File: src/hdl/spda_pkg.sv
`timescale 1ns / 1ps
`default_nettype none
// ----------------------------------------------------------------------------
// spda_pkg
// Shared widths, codes and control types of the stereo peak, RMS and DC
// offset analyzer.
// ----------------------------------------------------------------------------
package spda_pkg;

  localparam int SAMPLE_BITS   = 24;
  localparam int COUNT_BITS    = 32;
  localparam int OUT_BITS      = 24;
  localparam int SUM_BITS      = 56;
  localparam int SQ_BITS       = 64;
  localparam int SQ_SHIFT      = 16;
  localparam int SQ_ADD_BITS   = 2 * SAMPLE_BITS - SQ_SHIFT;
  localparam int DIVIDEND_BITS = 64;
  localparam int ROOT_BITS     = DIVIDEND_BITS / 2;
  localparam int RMS_SHIFT     = 8;

  localparam logic [1:0] MODE_MONO   = 2'd1;
  localparam logic [1:0] MODE_STEREO = 2'd2;

  typedef enum logic [1:0] {
    JOB_SQ_L,
    JOB_SUM_L,
    JOB_SQ_R,
    JOB_SUM_R
  } job_t;

  typedef enum logic [2:0] {
    ST_ACCUM,
    ST_DRAIN,
    ST_DIV_GO,
    ST_DIV_WAIT,
    ST_SQRT_GO,
    ST_SQRT_WAIT,
    ST_NEXT,
    ST_FINISH
  } state_t;

  typedef struct packed {
    logic in_take;
    logic div_start;
    logic sqrt_start;
    logic store_mean;
    logic store_rms;
    logic finish;
    job_t job;
  } ctrl_cmd_t;

  typedef struct packed {
    logic sta_valid;
    logic div_done;
    logic sqrt_done;
    logic out_busy;
    logic mono;
  } dp_stat_t;

endpackage
`default_nettype wire

File: src/hdl/spda_in_if.sv
`timescale 1ns / 1ps
`default_nettype none
// ----------------------------------------------------------------------------
// spda_in_if
// Input channel carrying one stereo frame per transaction.
// ----------------------------------------------------------------------------
interface spda_in_if import spda_pkg::*; ();
  logic                          valid;
  logic                          ready;
  logic signed [SAMPLE_BITS-1:0] sample_left;
  logic signed [SAMPLE_BITS-1:0] sample_right;
  logic                          last_frame;

  modport source (output valid, output sample_left, output sample_right,
                  output last_frame, input ready);
  modport sink   (input valid, input sample_left, input sample_right,
                  input last_frame, output ready);
endinterface
`default_nettype wire

File: src/hdl/spda_out_if.sv
`timescale 1ns / 1ps
`default_nettype none
// ----------------------------------------------------------------------------
// spda_out_if
// Result channel carrying the per-channel measurements of one sound.
// ----------------------------------------------------------------------------
interface spda_out_if import spda_pkg::*; ();
  logic                         valid;
  logic                         ready;
  logic        [OUT_BITS-1:0]   peak_left;
  logic        [COUNT_BITS-1:0] peak_index_left;
  logic        [OUT_BITS-1:0]   rms_left;
  logic signed [OUT_BITS-1:0]   mean_left;
  logic        [OUT_BITS-1:0]   peak_right;
  logic        [COUNT_BITS-1:0] peak_index_right;
  logic        [OUT_BITS-1:0]   rms_right;
  logic signed [OUT_BITS-1:0]   mean_right;

  modport source (output valid, output peak_left, output peak_index_left,
                  output rms_left, output mean_left, output peak_right,
                  output peak_index_right, output rms_right, output mean_right,
                  input ready);
  modport sink   (input valid, input peak_left, input peak_index_left,
                  input rms_left, input mean_left, input peak_right,
                  input peak_index_right, input rms_right, input mean_right,
                  output ready);
endinterface
`default_nettype wire

File: src/hdl/stereo_peak_rms_dc_analyzer.sv
`timescale 1ns / 1ps
`default_nettype none
// ----------------------------------------------------------------------------
// stereo_peak_rms_dc_analyzer
// Per-channel peak, peak position, RMS level and DC mean of a stereo sound.
// ----------------------------------------------------------------------------
//  Channel  | Direction | Carries
//  in_ch    | sink      | sample_left, sample_right, last_frame
//  out_ch   | source    | peak, peak_index, rms, mean for left and right
//  cfg_*    | write     | channel_mode (1 mono, otherwise stereo)
//
// Frames are taken one per cycle while the sound is being accumulated.
// A last frame closes the sound with in_ch.ready low: a drain, then per
// active channel two divisions and one square root, then the result
// register is loaded once it is free.
// The result register frees the input side while a result waits on out_ch.
// Reset is synchronous and active low and clears all accumulated state.
// ----------------------------------------------------------------------------
module stereo_peak_rms_dc_analyzer import spda_pkg::*; (
  input  wire logic       clk,
  input  wire logic       rst_n,
  input  wire logic       cfg_we,
  input  wire logic [1:0] cfg_wdata,
  spda_in_if.sink         in_ch,
  spda_out_if.source      out_ch
);

  ctrl_cmd_t cmd;
  dp_stat_t  stat;
  logic      in_ready;

  spda_ctrl u_ctrl (
    .clk      (clk),
    .rst_n    (rst_n),
    .in_valid (in_ch.valid),
    .in_last  (in_ch.last_frame),
    .in_ready (in_ready),
    .stat     (stat),
    .cmd      (cmd)
  );

  spda_dp u_dp (
    .clk          (clk),
    .rst_n        (rst_n),
    .cfg_we       (cfg_we),
    .cfg_wdata    (cfg_wdata),
    .sample_left  (in_ch.sample_left),
    .sample_right (in_ch.sample_right),
    .cmd          (cmd),
    .stat         (stat),
    .out_ch       (out_ch)
  );

  assign in_ch.ready = in_ready;

endmodule
`default_nettype wire

File: src/hdl/spda_div.sv
`timescale 1ns / 1ps
`default_nettype none
// ----------------------------------------------------------------------------
// spda_div
// Restoring unsigned divider, one quotient bit per cycle.
// ----------------------------------------------------------------------------
module spda_div import spda_pkg::*; (
  input  wire logic                     clk,
  input  wire logic                     rst_n,
  input  wire logic                     start,
  input  wire logic [DIVIDEND_BITS-1:0] dividend,
  input  wire logic [COUNT_BITS-1:0]    divisor,
  output logic                          done,
  output logic      [DIVIDEND_BITS-1:0] quotient
);

  localparam int CNT_BITS = $clog2(DIVIDEND_BITS);

  logic                     busy_r, busy_nxt;
  logic                     done_r, done_nxt;
  logic [CNT_BITS-1:0]      cnt_r, cnt_nxt;
  logic [DIVIDEND_BITS-1:0] dvd_r, dvd_nxt;
  logic [COUNT_BITS-1:0]    rem_r, rem_nxt;
  logic [COUNT_BITS-1:0]    dsr_r, dsr_nxt;
  logic [COUNT_BITS:0]      trial;
  logic [COUNT_BITS:0]      diff;
  logic                     ge;

  always_comb begin
    trial    = {rem_r, dvd_r[DIVIDEND_BITS-1]};
    diff     = trial - {1'b0, dsr_r};
    ge       = (trial >= {1'b0, dsr_r});
    busy_nxt = busy_r;
    done_nxt = 1'b0;
    cnt_nxt  = cnt_r;
    dvd_nxt  = dvd_r;
    rem_nxt  = rem_r;
    dsr_nxt  = dsr_r;
    if (start) begin
      busy_nxt = 1'b1;
      cnt_nxt  = '0;
      dvd_nxt  = dividend;
      rem_nxt  = '0;
      dsr_nxt  = divisor;
    end else if (busy_r) begin
      dvd_nxt = {dvd_r[DIVIDEND_BITS-2:0], ge};
      rem_nxt = ge ? diff[COUNT_BITS-1:0] : trial[COUNT_BITS-1:0];
      cnt_nxt = cnt_r + CNT_BITS'(1);
      if (cnt_r == CNT_BITS'(DIVIDEND_BITS - 1)) begin
        busy_nxt = 1'b0;
        done_nxt = 1'b1;
      end
    end
  end

  always_ff @(posedge clk) begin
    if (!rst_n) begin
      busy_r <= 1'b0;
      done_r <= 1'b0;
      cnt_r  <= '0;
    end else begin
      busy_r <= busy_nxt;
      done_r <= done_nxt;
      cnt_r  <= cnt_nxt;
    end
    dvd_r <= dvd_nxt;
    rem_r <= rem_nxt;
    dsr_r <= dsr_nxt;
  end

  assign done     = done_r;
  assign quotient = dvd_r;

endmodule
`default_nettype wire

File: src/hdl/spda_sqrt.sv
`timescale 1ns / 1ps
`default_nettype none
// ----------------------------------------------------------------------------
// spda_sqrt
// Integer square root, two radicand bits per cycle.
// ----------------------------------------------------------------------------
module spda_sqrt import spda_pkg::*; (
  input  wire logic                     clk,
  input  wire logic                     rst_n,
  input  wire logic                     start,
  input  wire logic [DIVIDEND_BITS-1:0] radicand,
  output logic                          done,
  output logic      [ROOT_BITS-1:0]     root
);

  localparam int CNT_BITS = $clog2(ROOT_BITS);
  localparam int REM_BITS = ROOT_BITS + 1;

  logic                     busy_r, busy_nxt;
  logic                     done_r, done_nxt;
  logic [CNT_BITS-1:0]      cnt_r, cnt_nxt;
  logic [DIVIDEND_BITS-1:0] rad_r, rad_nxt;
  logic [REM_BITS-1:0]      rem_r, rem_nxt;
  logic [ROOT_BITS-1:0]     root_r, root_nxt;
  logic [REM_BITS+1:0]      rem_sh;
  logic [REM_BITS+1:0]      trial;
  logic [REM_BITS+1:0]      diff;
  logic                     ge;

  always_comb begin
    rem_sh   = {rem_r, rad_r[DIVIDEND_BITS-1 -: 2]};
    trial    = {1'b0, root_r, 2'b01};
    diff     = rem_sh - trial;
    ge       = (rem_sh >= trial);
    busy_nxt = busy_r;
    done_nxt = 1'b0;
    cnt_nxt  = cnt_r;
    rad_nxt  = rad_r;
    rem_nxt  = rem_r;
    root_nxt = root_r;
    if (start) begin
      busy_nxt = 1'b1;
      cnt_nxt  = '0;
      rad_nxt  = radicand;
      rem_nxt  = '0;
      root_nxt = '0;
    end else if (busy_r) begin
      rad_nxt  = {rad_r[DIVIDEND_BITS-3:0], 2'b00};
      rem_nxt  = ge ? diff[REM_BITS-1:0] : rem_sh[REM_BITS-1:0];
      root_nxt = {root_r[ROOT_BITS-2:0], ge};
      cnt_nxt  = cnt_r + CNT_BITS'(1);
      if (cnt_r == CNT_BITS'(ROOT_BITS - 1)) begin
        busy_nxt = 1'b0;
        done_nxt = 1'b1;
      end
    end
  end

  always_ff @(posedge clk) begin
    if (!rst_n) begin
      busy_r <= 1'b0;
      done_r <= 1'b0;
      cnt_r  <= '0;
    end else begin
      busy_r <= busy_nxt;
      done_r <= done_nxt;
      cnt_r  <= cnt_nxt;
    end
    rad_r  <= rad_nxt;
    rem_r  <= rem_nxt;
    root_r <= root_nxt;
  end

  assign done = done_r;
  assign root = root_r;

endmodule
`default_nettype wire

File: src/hdl/spda_dp.sv
`timescale 1ns / 1ps
`default_nettype none
// ----------------------------------------------------------------------------
// spda_dp
// Datapath: frame pipeline, accumulators, shared divider and square root,
// and the result register.
// ----------------------------------------------------------------------------
module spda_dp import spda_pkg::*; (
  input  wire logic                          clk,
  input  wire logic                          rst_n,
  input  wire logic                          cfg_we,
  input  wire logic        [1:0]             cfg_wdata,
  input  wire logic signed [SAMPLE_BITS-1:0] sample_left,
  input  wire logic signed [SAMPLE_BITS-1:0] sample_right,
  input  wire ctrl_cmd_t                     cmd,
  output dp_stat_t                           stat,
  spda_out_if.source                         out_ch
);

  logic [1:0] mode_r;

  // Stage A: magnitude and scaled square of each sample.
  logic                          sta_valid_r;
  logic                          sta_mono_r;
  logic signed [SAMPLE_BITS-1:0] sta_s_l_r, sta_s_r_r;
  logic [SAMPLE_BITS-1:0]        sta_mag_l_r, sta_mag_r_r;
  logic [SQ_ADD_BITS-1:0]        sta_sq_l_r, sta_sq_r_r;
  logic [SAMPLE_BITS-1:0]        mag_l, mag_r;
  logic [2*SAMPLE_BITS-1:0]      prod_l, prod_r;

  // Stage B: accumulators.
  logic [SAMPLE_BITS-1:0] peak_l_r, peak_l_nxt, peak_r_r, peak_r_nxt;
  logic [COUNT_BITS-1:0]  pos_l_r, pos_l_nxt, pos_r_r, pos_r_nxt;
  logic [SQ_BITS-1:0]     sq_l_r, sq_l_nxt, sq_r_r, sq_r_nxt;
  logic [SUM_BITS-1:0]    sum_l_r, sum_l_nxt, sum_r_r, sum_r_nxt;
  logic [COUNT_BITS-1:0]  cnt_r, cnt_nxt;
  logic                   mono_last_r, mono_last_nxt;
  logic [SQ_BITS:0]       sq_l_add, sq_r_add;

  logic [OUT_BITS-1:0] rms_l_r, rms_r_r, mean_l_r, mean_r_r;

  logic                     div_done, sqrt_done;
  logic [DIVIDEND_BITS-1:0] quotient;
  logic [ROOT_BITS-1:0]     root;
  logic [DIVIDEND_BITS-1:0] dividend;
  logic [SUM_BITS-1:0]      sum_sel, sum_abs;
  logic                     sum_neg;
  logic [OUT_BITS-1:0]      mean_val;
  logic [OUT_BITS-1:0]      rms_val;
  logic                     out_valid_r;
  logic                     right_job;

  always_ff @(posedge clk) begin
    if (!rst_n) begin
      mode_r <= MODE_STEREO;
    end else if (cfg_we) begin
      mode_r <= cfg_wdata;
    end
  end

  assign mag_l  = sample_left[SAMPLE_BITS-1]  ? SAMPLE_BITS'(-sample_left)  : sample_left;
  assign mag_r  = sample_right[SAMPLE_BITS-1] ? SAMPLE_BITS'(-sample_right) : sample_right;
  assign prod_l = mag_l * mag_l;
  assign prod_r = mag_r * mag_r;

  always_ff @(posedge clk) begin
    if (!rst_n) begin
      sta_valid_r <= 1'b0;
    end else begin
      sta_valid_r <= cmd.in_take;
    end
    if (cmd.in_take) begin
      sta_mono_r  <= (mode_r == MODE_MONO);
      sta_s_l_r   <= sample_left;
      sta_s_r_r   <= sample_right;
      sta_mag_l_r <= mag_l;
      sta_mag_r_r <= mag_r;
      sta_sq_l_r  <= prod_l[2*SAMPLE_BITS-1:SQ_SHIFT];
      sta_sq_r_r  <= prod_r[2*SAMPLE_BITS-1:SQ_SHIFT];
    end
  end

  always_comb begin
    peak_l_nxt    = peak_l_r;
    peak_r_nxt    = peak_r_r;
    pos_l_nxt     = pos_l_r;
    pos_r_nxt     = pos_r_r;
    sq_l_nxt      = sq_l_r;
    sq_r_nxt      = sq_r_r;
    sum_l_nxt     = sum_l_r;
    sum_r_nxt     = sum_r_r;
    cnt_nxt       = cnt_r;
    mono_last_nxt = mono_last_r;
    sq_l_add      = {1'b0, sq_l_r} + (SQ_BITS + 1)'(sta_sq_l_r);
    sq_r_add      = {1'b0, sq_r_r} + (SQ_BITS + 1)'(sta_sq_r_r);
    if (cmd.finish) begin
      peak_l_nxt = '0;
      peak_r_nxt = '0;
      pos_l_nxt  = '0;
      pos_r_nxt  = '0;
      sq_l_nxt   = '0;
      sq_r_nxt   = '0;
      sum_l_nxt  = '0;
      sum_r_nxt  = '0;
      cnt_nxt    = '0;
    end else if (sta_valid_r) begin
      mono_last_nxt = sta_mono_r;
      if (sta_mag_l_r > peak_l_r) begin
        peak_l_nxt = sta_mag_l_r;
        pos_l_nxt  = cnt_r;
      end
      sq_l_nxt  = sq_l_add[SQ_BITS] ? '1 : sq_l_add[SQ_BITS-1:0];
      sum_l_nxt = sum_l_r + SUM_BITS'(sta_s_l_r);
      if (!sta_mono_r) begin
        if (sta_mag_r_r > peak_r_r) begin
          peak_r_nxt = sta_mag_r_r;
          pos_r_nxt  = cnt_r;
        end
        sq_r_nxt  = sq_r_add[SQ_BITS] ? '1 : sq_r_add[SQ_BITS-1:0];
        sum_r_nxt = sum_r_r + SUM_BITS'(sta_s_r_r);
      end
      if (cnt_r != '1) begin
        cnt_nxt = cnt_r + COUNT_BITS'(1);
      end
    end
  end

  always_ff @(posedge clk) begin
    if (!rst_n) begin
      peak_l_r    <= '0;
      peak_r_r    <= '0;
      pos_l_r     <= '0;
      pos_r_r     <= '0;
      sq_l_r      <= '0;
      sq_r_r      <= '0;
      sum_l_r     <= '0;
      sum_r_r     <= '0;
      cnt_r       <= '0;
      mono_last_r <= 1'b0;
    end else begin
      peak_l_r    <= peak_l_nxt;
      peak_r_r    <= peak_r_nxt;
      pos_l_r     <= pos_l_nxt;
      pos_r_r     <= pos_r_nxt;
      sq_l_r      <= sq_l_nxt;
      sq_r_r      <= sq_r_nxt;
      sum_l_r     <= sum_l_nxt;
      sum_r_r     <= sum_r_nxt;
      cnt_r       <= cnt_nxt;
      mono_last_r <= mono_last_nxt;
    end
  end

  assign right_job = (cmd.job == JOB_SQ_R) || (cmd.job == JOB_SUM_R);
  assign sum_sel   = right_job ? sum_r_r : sum_l_r;
  assign sum_neg   = sum_sel[SUM_BITS-1];
  assign sum_abs   = sum_neg ? (~sum_sel + SUM_BITS'(1)) : sum_sel;

  always_comb begin
    case (cmd.job)
      JOB_SQ_L:  dividend = sq_l_r;
      JOB_SQ_R:  dividend = sq_r_r;
      default:   dividend = DIVIDEND_BITS'(sum_abs);
    endcase
  end

  spda_div u_div (
    .clk      (clk),
    .rst_n    (rst_n),
    .start    (cmd.div_start),
    .dividend (dividend),
    .divisor  (cnt_r),
    .done     (div_done),
    .quotient (quotient)
  );

  spda_sqrt u_sqrt (
    .clk      (clk),
    .rst_n    (rst_n),
    .start    (cmd.sqrt_start),
    .radicand (quotient),
    .done     (sqrt_done),
    .root     (root)
  );

  assign mean_val = sum_neg ? (~quotient[OUT_BITS-1:0] + OUT_BITS'(1))
                            : quotient[OUT_BITS-1:0];
  assign rms_val  = {root[OUT_BITS-RMS_SHIFT-1:0], {RMS_SHIFT{1'b0}}};

  always_ff @(posedge clk) begin
    if (cmd.store_mean) begin
      if (right_job) begin
        mean_r_r <= mean_val;
      end else begin
        mean_l_r <= mean_val;
      end
    end
    if (cmd.store_rms) begin
      if (right_job) begin
        rms_r_r <= rms_val;
      end else begin
        rms_l_r <= rms_val;
      end
    end
  end

  always_ff @(posedge clk) begin
    if (!rst_n) begin
      out_valid_r <= 1'b0;
    end else if (cmd.finish) begin
      out_valid_r <= 1'b1;
    end else if (out_ch.ready) begin
      out_valid_r <= 1'b0;
    end
    if (cmd.finish) begin
      out_ch.peak_left        <= peak_l_r;
      out_ch.peak_index_left  <= pos_l_r;
      out_ch.rms_left         <= rms_l_r;
      out_ch.mean_left        <= mean_l_r;
      out_ch.peak_right       <= mono_last_r ? '0 : peak_r_r;
      out_ch.peak_index_right <= mono_last_r ? '0 : pos_r_r;
      out_ch.rms_right        <= mono_last_r ? '0 : rms_r_r;
      out_ch.mean_right       <= mono_last_r ? '0 : mean_r_r;
    end
  end

  assign out_ch.valid   = out_valid_r;
  assign stat.sta_valid = sta_valid_r;
  assign stat.div_done  = div_done;
  assign stat.sqrt_done = sqrt_done;
  assign stat.out_busy  = out_valid_r && !out_ch.ready;
  assign stat.mono      = mono_last_r;

endmodule
`default_nettype wire

File: src/hdl/spda_ctrl.sv
`timescale 1ns / 1ps
`default_nettype none
// ----------------------------------------------------------------------------
// spda_ctrl
// Controller: accepts frames and sequences the divisions and square roots
// that close one sound.
// ----------------------------------------------------------------------------
module spda_ctrl import spda_pkg::*; (
  input  wire logic     clk,
  input  wire logic     rst_n,
  input  wire logic     in_valid,
  input  wire logic     in_last,
  output logic          in_ready,
  input  wire dp_stat_t stat,
  output ctrl_cmd_t     cmd
);

  state_t state_r, state_nxt;
  job_t   job_r, job_nxt;

  always_ff @(posedge clk) begin
    if (!rst_n) begin
      state_r <= ST_ACCUM;
      job_r   <= JOB_SQ_L;
    end else begin
      state_r <= state_nxt;
      job_r   <= job_nxt;
    end
  end

  always_comb begin
    state_nxt = state_r;
    job_nxt   = job_r;
    in_ready  = 1'b0;
    cmd       = '0;
    cmd.job   = job_r;
    case (state_r)
      ST_ACCUM: begin
        in_ready    = 1'b1;
        cmd.in_take = in_valid;
        if (in_valid && in_last) begin
          state_nxt = ST_DRAIN;
        end
      end
      ST_DRAIN: begin
        if (!stat.sta_valid) begin
          state_nxt = ST_DIV_GO;
        end
      end
      ST_DIV_GO: begin
        cmd.div_start = 1'b1;
        state_nxt     = ST_DIV_WAIT;
      end
      ST_DIV_WAIT: begin
        if (stat.div_done) begin
          if (job_r inside {JOB_SUM_L, JOB_SUM_R}) begin
            cmd.store_mean = 1'b1;
            state_nxt      = ST_NEXT;
          end else begin
            state_nxt = ST_SQRT_GO;
          end
        end
      end
      ST_SQRT_GO: begin
        cmd.sqrt_start = 1'b1;
        state_nxt      = ST_SQRT_WAIT;
      end
      ST_SQRT_WAIT: begin
        if (stat.sqrt_done) begin
          cmd.store_rms = 1'b1;
          state_nxt     = ST_NEXT;
        end
      end
      ST_NEXT: begin
        if ((job_r == JOB_SUM_R) || ((job_r == JOB_SUM_L) && stat.mono)) begin
          state_nxt = ST_FINISH;
        end else begin
          job_nxt   = job_t'(job_r + 2'd1);
          state_nxt = ST_DIV_GO;
        end
      end
      ST_FINISH: begin
        if (!stat.out_busy) begin
          cmd.finish = 1'b1;
          job_nxt    = JOB_SQ_L;
          state_nxt  = ST_ACCUM;
        end
      end
      default: begin
        state_nxt = ST_ACCUM;
      end
    endcase
  end

endmodule
`default_nettype wire

File: src/flat_wrapper.sv
// flat-port wrapper written by rule: the top's interface ports become plain ports
module stereo_peak_rms_dc_analyzer_flat import spda_pkg::*;
  (clk, rst_n, cfg_we, cfg_wdata, in_ch_valid, in_ch_sample_left, in_ch_sample_right, in_ch_last_frame, in_ch_ready, out_ch_valid, out_ch_peak_left, out_ch_peak_index_left, out_ch_rms_left, out_ch_mean_left, out_ch_peak_right, out_ch_peak_index_right, out_ch_rms_right, out_ch_mean_right, out_ch_ready);
  spda_in_if in_ch_i ();
  spda_out_if out_ch_i ();
  input  wire logic clk;
  input  wire logic rst_n;
  input  wire logic cfg_we;
  input  wire logic [1:0] cfg_wdata;
  input wire logic [$bits(in_ch_i.valid)-1:0] in_ch_valid;
  input wire logic [$bits(in_ch_i.sample_left)-1:0] in_ch_sample_left;
  input wire logic [$bits(in_ch_i.sample_right)-1:0] in_ch_sample_right;
  input wire logic [$bits(in_ch_i.last_frame)-1:0] in_ch_last_frame;
  output wire logic [$bits(in_ch_i.ready)-1:0] in_ch_ready;
  output wire logic [$bits(out_ch_i.valid)-1:0] out_ch_valid;
  output wire logic [$bits(out_ch_i.peak_left)-1:0] out_ch_peak_left;
  output wire logic [$bits(out_ch_i.peak_index_left)-1:0] out_ch_peak_index_left;
  output wire logic [$bits(out_ch_i.rms_left)-1:0] out_ch_rms_left;
  output wire logic [$bits(out_ch_i.mean_left)-1:0] out_ch_mean_left;
  output wire logic [$bits(out_ch_i.peak_right)-1:0] out_ch_peak_right;
  output wire logic [$bits(out_ch_i.peak_index_right)-1:0] out_ch_peak_index_right;
  output wire logic [$bits(out_ch_i.rms_right)-1:0] out_ch_rms_right;
  output wire logic [$bits(out_ch_i.mean_right)-1:0] out_ch_mean_right;
  input wire logic [$bits(out_ch_i.ready)-1:0] out_ch_ready;
  assign in_ch_i.valid = in_ch_valid;
  assign in_ch_i.sample_left = in_ch_sample_left;
  assign in_ch_i.sample_right = in_ch_sample_right;
  assign in_ch_i.last_frame = in_ch_last_frame;
  assign in_ch_ready = in_ch_i.ready;
  assign out_ch_valid = out_ch_i.valid;
  assign out_ch_peak_left = out_ch_i.peak_left;
  assign out_ch_peak_index_left = out_ch_i.peak_index_left;
  assign out_ch_rms_left = out_ch_i.rms_left;
  assign out_ch_mean_left = out_ch_i.mean_left;
  assign out_ch_peak_right = out_ch_i.peak_right;
  assign out_ch_peak_index_right = out_ch_i.peak_index_right;
  assign out_ch_rms_right = out_ch_i.rms_right;
  assign out_ch_mean_right = out_ch_i.mean_right;
  assign out_ch_i.ready = out_ch_ready;
  stereo_peak_rms_dc_analyzer u_core (.clk(clk), .rst_n(rst_n), .cfg_we(cfg_we), .cfg_wdata(cfg_wdata), .in_ch(in_ch_i), .out_ch(out_ch_i));
endmodule
File: config.mk
export PLATFORM = sky130hd
export DESIGN_NAME = stereo_peak_rms_dc_analyzer_flat
export DESIGN_NICKNAME = d
export VERILOG_FILES = /design/src/hdl/spda_pkg.sv /design/src/hdl/spda_in_if.sv /design/src/hdl/spda_out_if.sv /design/src/hdl/stereo_peak_rms_dc_analyzer.sv /design/src/hdl/spda_div.sv /design/src/hdl/spda_sqrt.sv /design/src/hdl/spda_dp.sv /design/src/hdl/spda_ctrl.sv /design/src/flat_wrapper.sv
export SDC_FILE = /design/constraint.sdc
export NUM_CORES = 2
export LEC_CHECK = 0
export ABC_AREA = 1
export BUFFER_PORTS_ARGS = -buffer_cell sky130_fd_sc_hd__buf_4
export CAP_MARGIN = 25
export CORE_MARGIN = 4
export CORE_UTILIZATION = 51
export DETAILED_ROUTE_END_ITERATION = 10
export PLACE_DENSITY = 0.67
export SETUP_SLACK_MARGIN = 0.5
export SYNTH_ARGS = -nofsm -noshare
export SYNTH_HDL_FRONTEND = slang
export SYNTH_SLANG_ARGS = --single-unit
File: constraint.sdc
create_clock -name clk -period 20 [get_ports clk]
set_input_delay 1 -clock clk [delete_from_list [all_inputs] [get_ports clk]]
set_output_delay 1 -clock clk [all_outputs]
set_load 0.01 [all_outputs]
==> results.yml <==
layout:
  fin_nets: 14200
  seq_area_sq_mm: 0.0279
  layout_commonest_cell: "inv_1"
  fill_cells: 17600
  area_growth_pct: 9.38
  drive_above_1_share_pct: 5.75
  final_area_sq_mm: 0.106
  multi_input_area_sq_mm: 0.0585
  most-common-layout-cells: "inv_1 (2461), nand2_1 (2285), nor2_1 (1581)"
  post-route-util_pct: 56.3
  instances_no_fill: 15200
global_routing:
  grt_max_degree: 113
  track_usage_pct: 32.4
  grt_remaining_overflow: 0
  grt_first_pass_wirelength_mm: 493
  antenna_found_initial: 9
  grt_pass1_vias: 83100
sta:
  finalHoldViolations: 0
  slew_headroom_pct: 28.6
  max_freq_mhz: 103
  drv_slew: 0
  setup-violations-final: 0
  period_minus_slack_ps: 9750
  tightest_slew_ps: 1070
  rsz0062_at_grt: "no"
  skew_ps: 45.3
  tns_ps: 0
  timing.final.crit_share_pct: 48.8
routing:
  ant_nets: 0
  drt-wirelength-per-cell_um: 21.2
  viasPerCell: 5.51
  drt_iter0_drc: 7915
  drc: 0
  vias: 84000
  dr.pass1.iters: 8
  wl_mm: 323
clock_network:
  cts-resized-gates: 0
  clk_latency_ps: 810
  cts_root_buffer: "clkbuf_16"
  clk_pin_slew_ps: 60
  h-tree-depth: 4
  cts_setup_buffers: 0
  cts_tree: "yes"
  clock-sinks: 1097
  cts_buffers: 131
  hold_buffers: 0
  max-clock-path-buffers: 3
place:
  gp_congestion: 0.997
  place_area_sq_mm: 0.101
  dp.cells: 15000
  portBuffers: 249
  dp_hpwl_mm: 258
logic_synthesis:
  synth_edf_count: 591
  synthesis.instances: 12400
  synth-seq-area-share_pct: 28.8
  synth_flop_cell: "edfxtp_1"
  ys_types: 71
  syn_area_sq_mm: 0.0970
  syn_area_per_cell_sq_um: 7.79
  synthArstFlopShare_pct: 0
  ys_ff_latch: 1097
  ys_warn_count: 0
floorplanning:
  num_rows: 159
  fp.dieW_um: 444
  start_util_pct: 51.5
  die_h_um: 444
  coreArea_sq_mm: 0.188
  pin_count: 266
  dieArea_sq_mm: 0.197
setup_path:
  critPathCaptureType: "flop"
  cp_common_cell: "inv_1"
  cp-start-kind: "primary input"
  slowest_delay_ps: 690
  required_ps: 20540
  path_class: "primary input to flop"
  path_max_fanout: 16
  worstPathArrival_ps: 10290
  crit_slowest_cell: "clkinv_1"
run_status:
  status: "complete, no violations"
job:
  maxCapViolCount: 0
hold_path:
  holdCritPathClass: "flop to flop"
state kept, by name (all words and copies together), names as in the netlist, 33 cells and up:
name and cells:
u_core.u_dp.sum_r_r 56, u_core.u_dp.sq_r_r 64, u_core.u_dp.sq_l_r 64, u_core.u_dp.sum_l_r 56, u_core.u_dp.u_sqrt.rem_r 33, u_core.u_dp.u_div.quotient 64
u_core.u_dp.u_sqrt.rad_r 64
logic make-up (layout without fill, tap and decap cells):
family / Yosys count / in the layout / synth area share [%]
other: 2 / 54 / 0.00775
adder cells (fa/ha/maj): 1485 / 1485 / 25.8
XOR/XNOR: 274 / 274 / 2.53
flip-flops: 1097 / 1097 / 28.8
buffers and inverters: 2829 / 3078 / 11.2
AO/OA/AOI/OAI: 1874 / 1874 / 10.8
AND/OR/NAND/NOR: 4882 / 4882 / 20.8
area by class of cell:
type / instances / area share (%)
Tap cell: 2495 / 2.94
Multi-Input combinational cell: 8565 / 55.1
Clock inverter: 75 / 0.898
Inverter: 2498 / 8.85
Timing Repair Buffer: 338 / 2.53
Clock buffer: 167 / 3.34
Sequential cell: 1097 / 26.3
Antenna cell: 4 / 0.00944
Yosys cell counts, types with 16 or more instances:
| library cell | number | area [sq um] |
|---|---|---|
| a21boi_0 | 17 | 128 |
| a21o_1 | 47 | 353 |
| a21oi_1 | 701 | 3510 |
| a221oi_1 | 49 | 429 |
| a22oi_1 | 58 | 435 |
| a31oi_1 | 76 | 475 |
| buf_1 | 27 | 101 |
| buf_2 | 39 | 195 |
| buf_4 | 26 | 195 |
| clkbuf_1 | 223 | 837 |
| clkinv_1 | 16 | 60.1 |
| dfxtp_1 | 506 | 10100 |
| edfxtp_1 | 591 | 17700 |
| fa_1 | 855 | 17100 |
| ha_1 | 630 | 7880 |
| inv_1 | 2469 | 9270 |
| nand2_1 | 2289 | 8590 |
| nand2_2 | 31 | 194 |
| nand3_1 | 496 | 2480 |
| nand3b_1 | 27 | 203 |
| nand4_1 | 134 | 838 |
| nor2_1 | 1590 | 5970 |
| nor2_2 | 16 | 100 |
| nor3_1 | 145 | 726 |
| nor4_1 | 38 | 238 |
| o211ai_1 | 39 | 293 |
| o21a_1 | 45 | 338 |
| o21ai_0 | 704 | 3520 |
| o21ai_1 | 32 | 160 |
| o21ai_2 | 22 | 193 |
| o21bai_1 | 40 | 300 |
| or2_2 | 39 | 244 |
| xnor2_1 | 90 | 788 |
| xor2_1 | 180 | 1580 |
critical path: cells and delay by family:
family          cells  cell delay [ps]
compound gates      6             1210
fa+ha+maj           9             4240
buf+inv            10             1930
simple gates        9             1890
per-stage QoR:
step / worst slack [ps] / hold WS, ps
2_1_floorplan: 11500 / 400
3_3_place_gp: 9740 / 401
3_5_place_dp: 9660 / 405
4_1_cts: 10500 / 366
5_1_grt: 9800 / 389
6_report: 10250 / 414
per-layer routing:
layer  GRT usage (%)  share of wire, %  vias up
met2            48.5                42     3467
met5               0            0.0040        -
li1                -                 -    39800
met3            6.17               8.6      580
met4            13.1               4.6        2
met1            46.4                45    40200
path summary, 6_finish.rpt:
| kind | depth (start not counted) | to | slack (ps) | from |
|---|---|---|---|---|
| setup / recovery | 34 | u_core.u_dp.sta_sq_l_r[27] | 10250 | in_ch_sample_left[0] |
| hold / removal | 0 | u_core.u_dp.out_ch.rms_left[19] | 410 | u_core.u_dp.rms_l_r[19] |
| setup reg to reg | 15 | u_core.u_dp.u_div.quotient[14] | 14820 | u_core.u_ctrl.job_r[0] |
| hold reg to reg | 0 | u_core.u_dp.out_ch.rms_left[19] | 410 | u_core.u_dp.rms_l_r[19] |
Power is left out: the tool's default activity adds up to more than one toggle a clock period on the data nets, which glitch-free logic cannot reach.
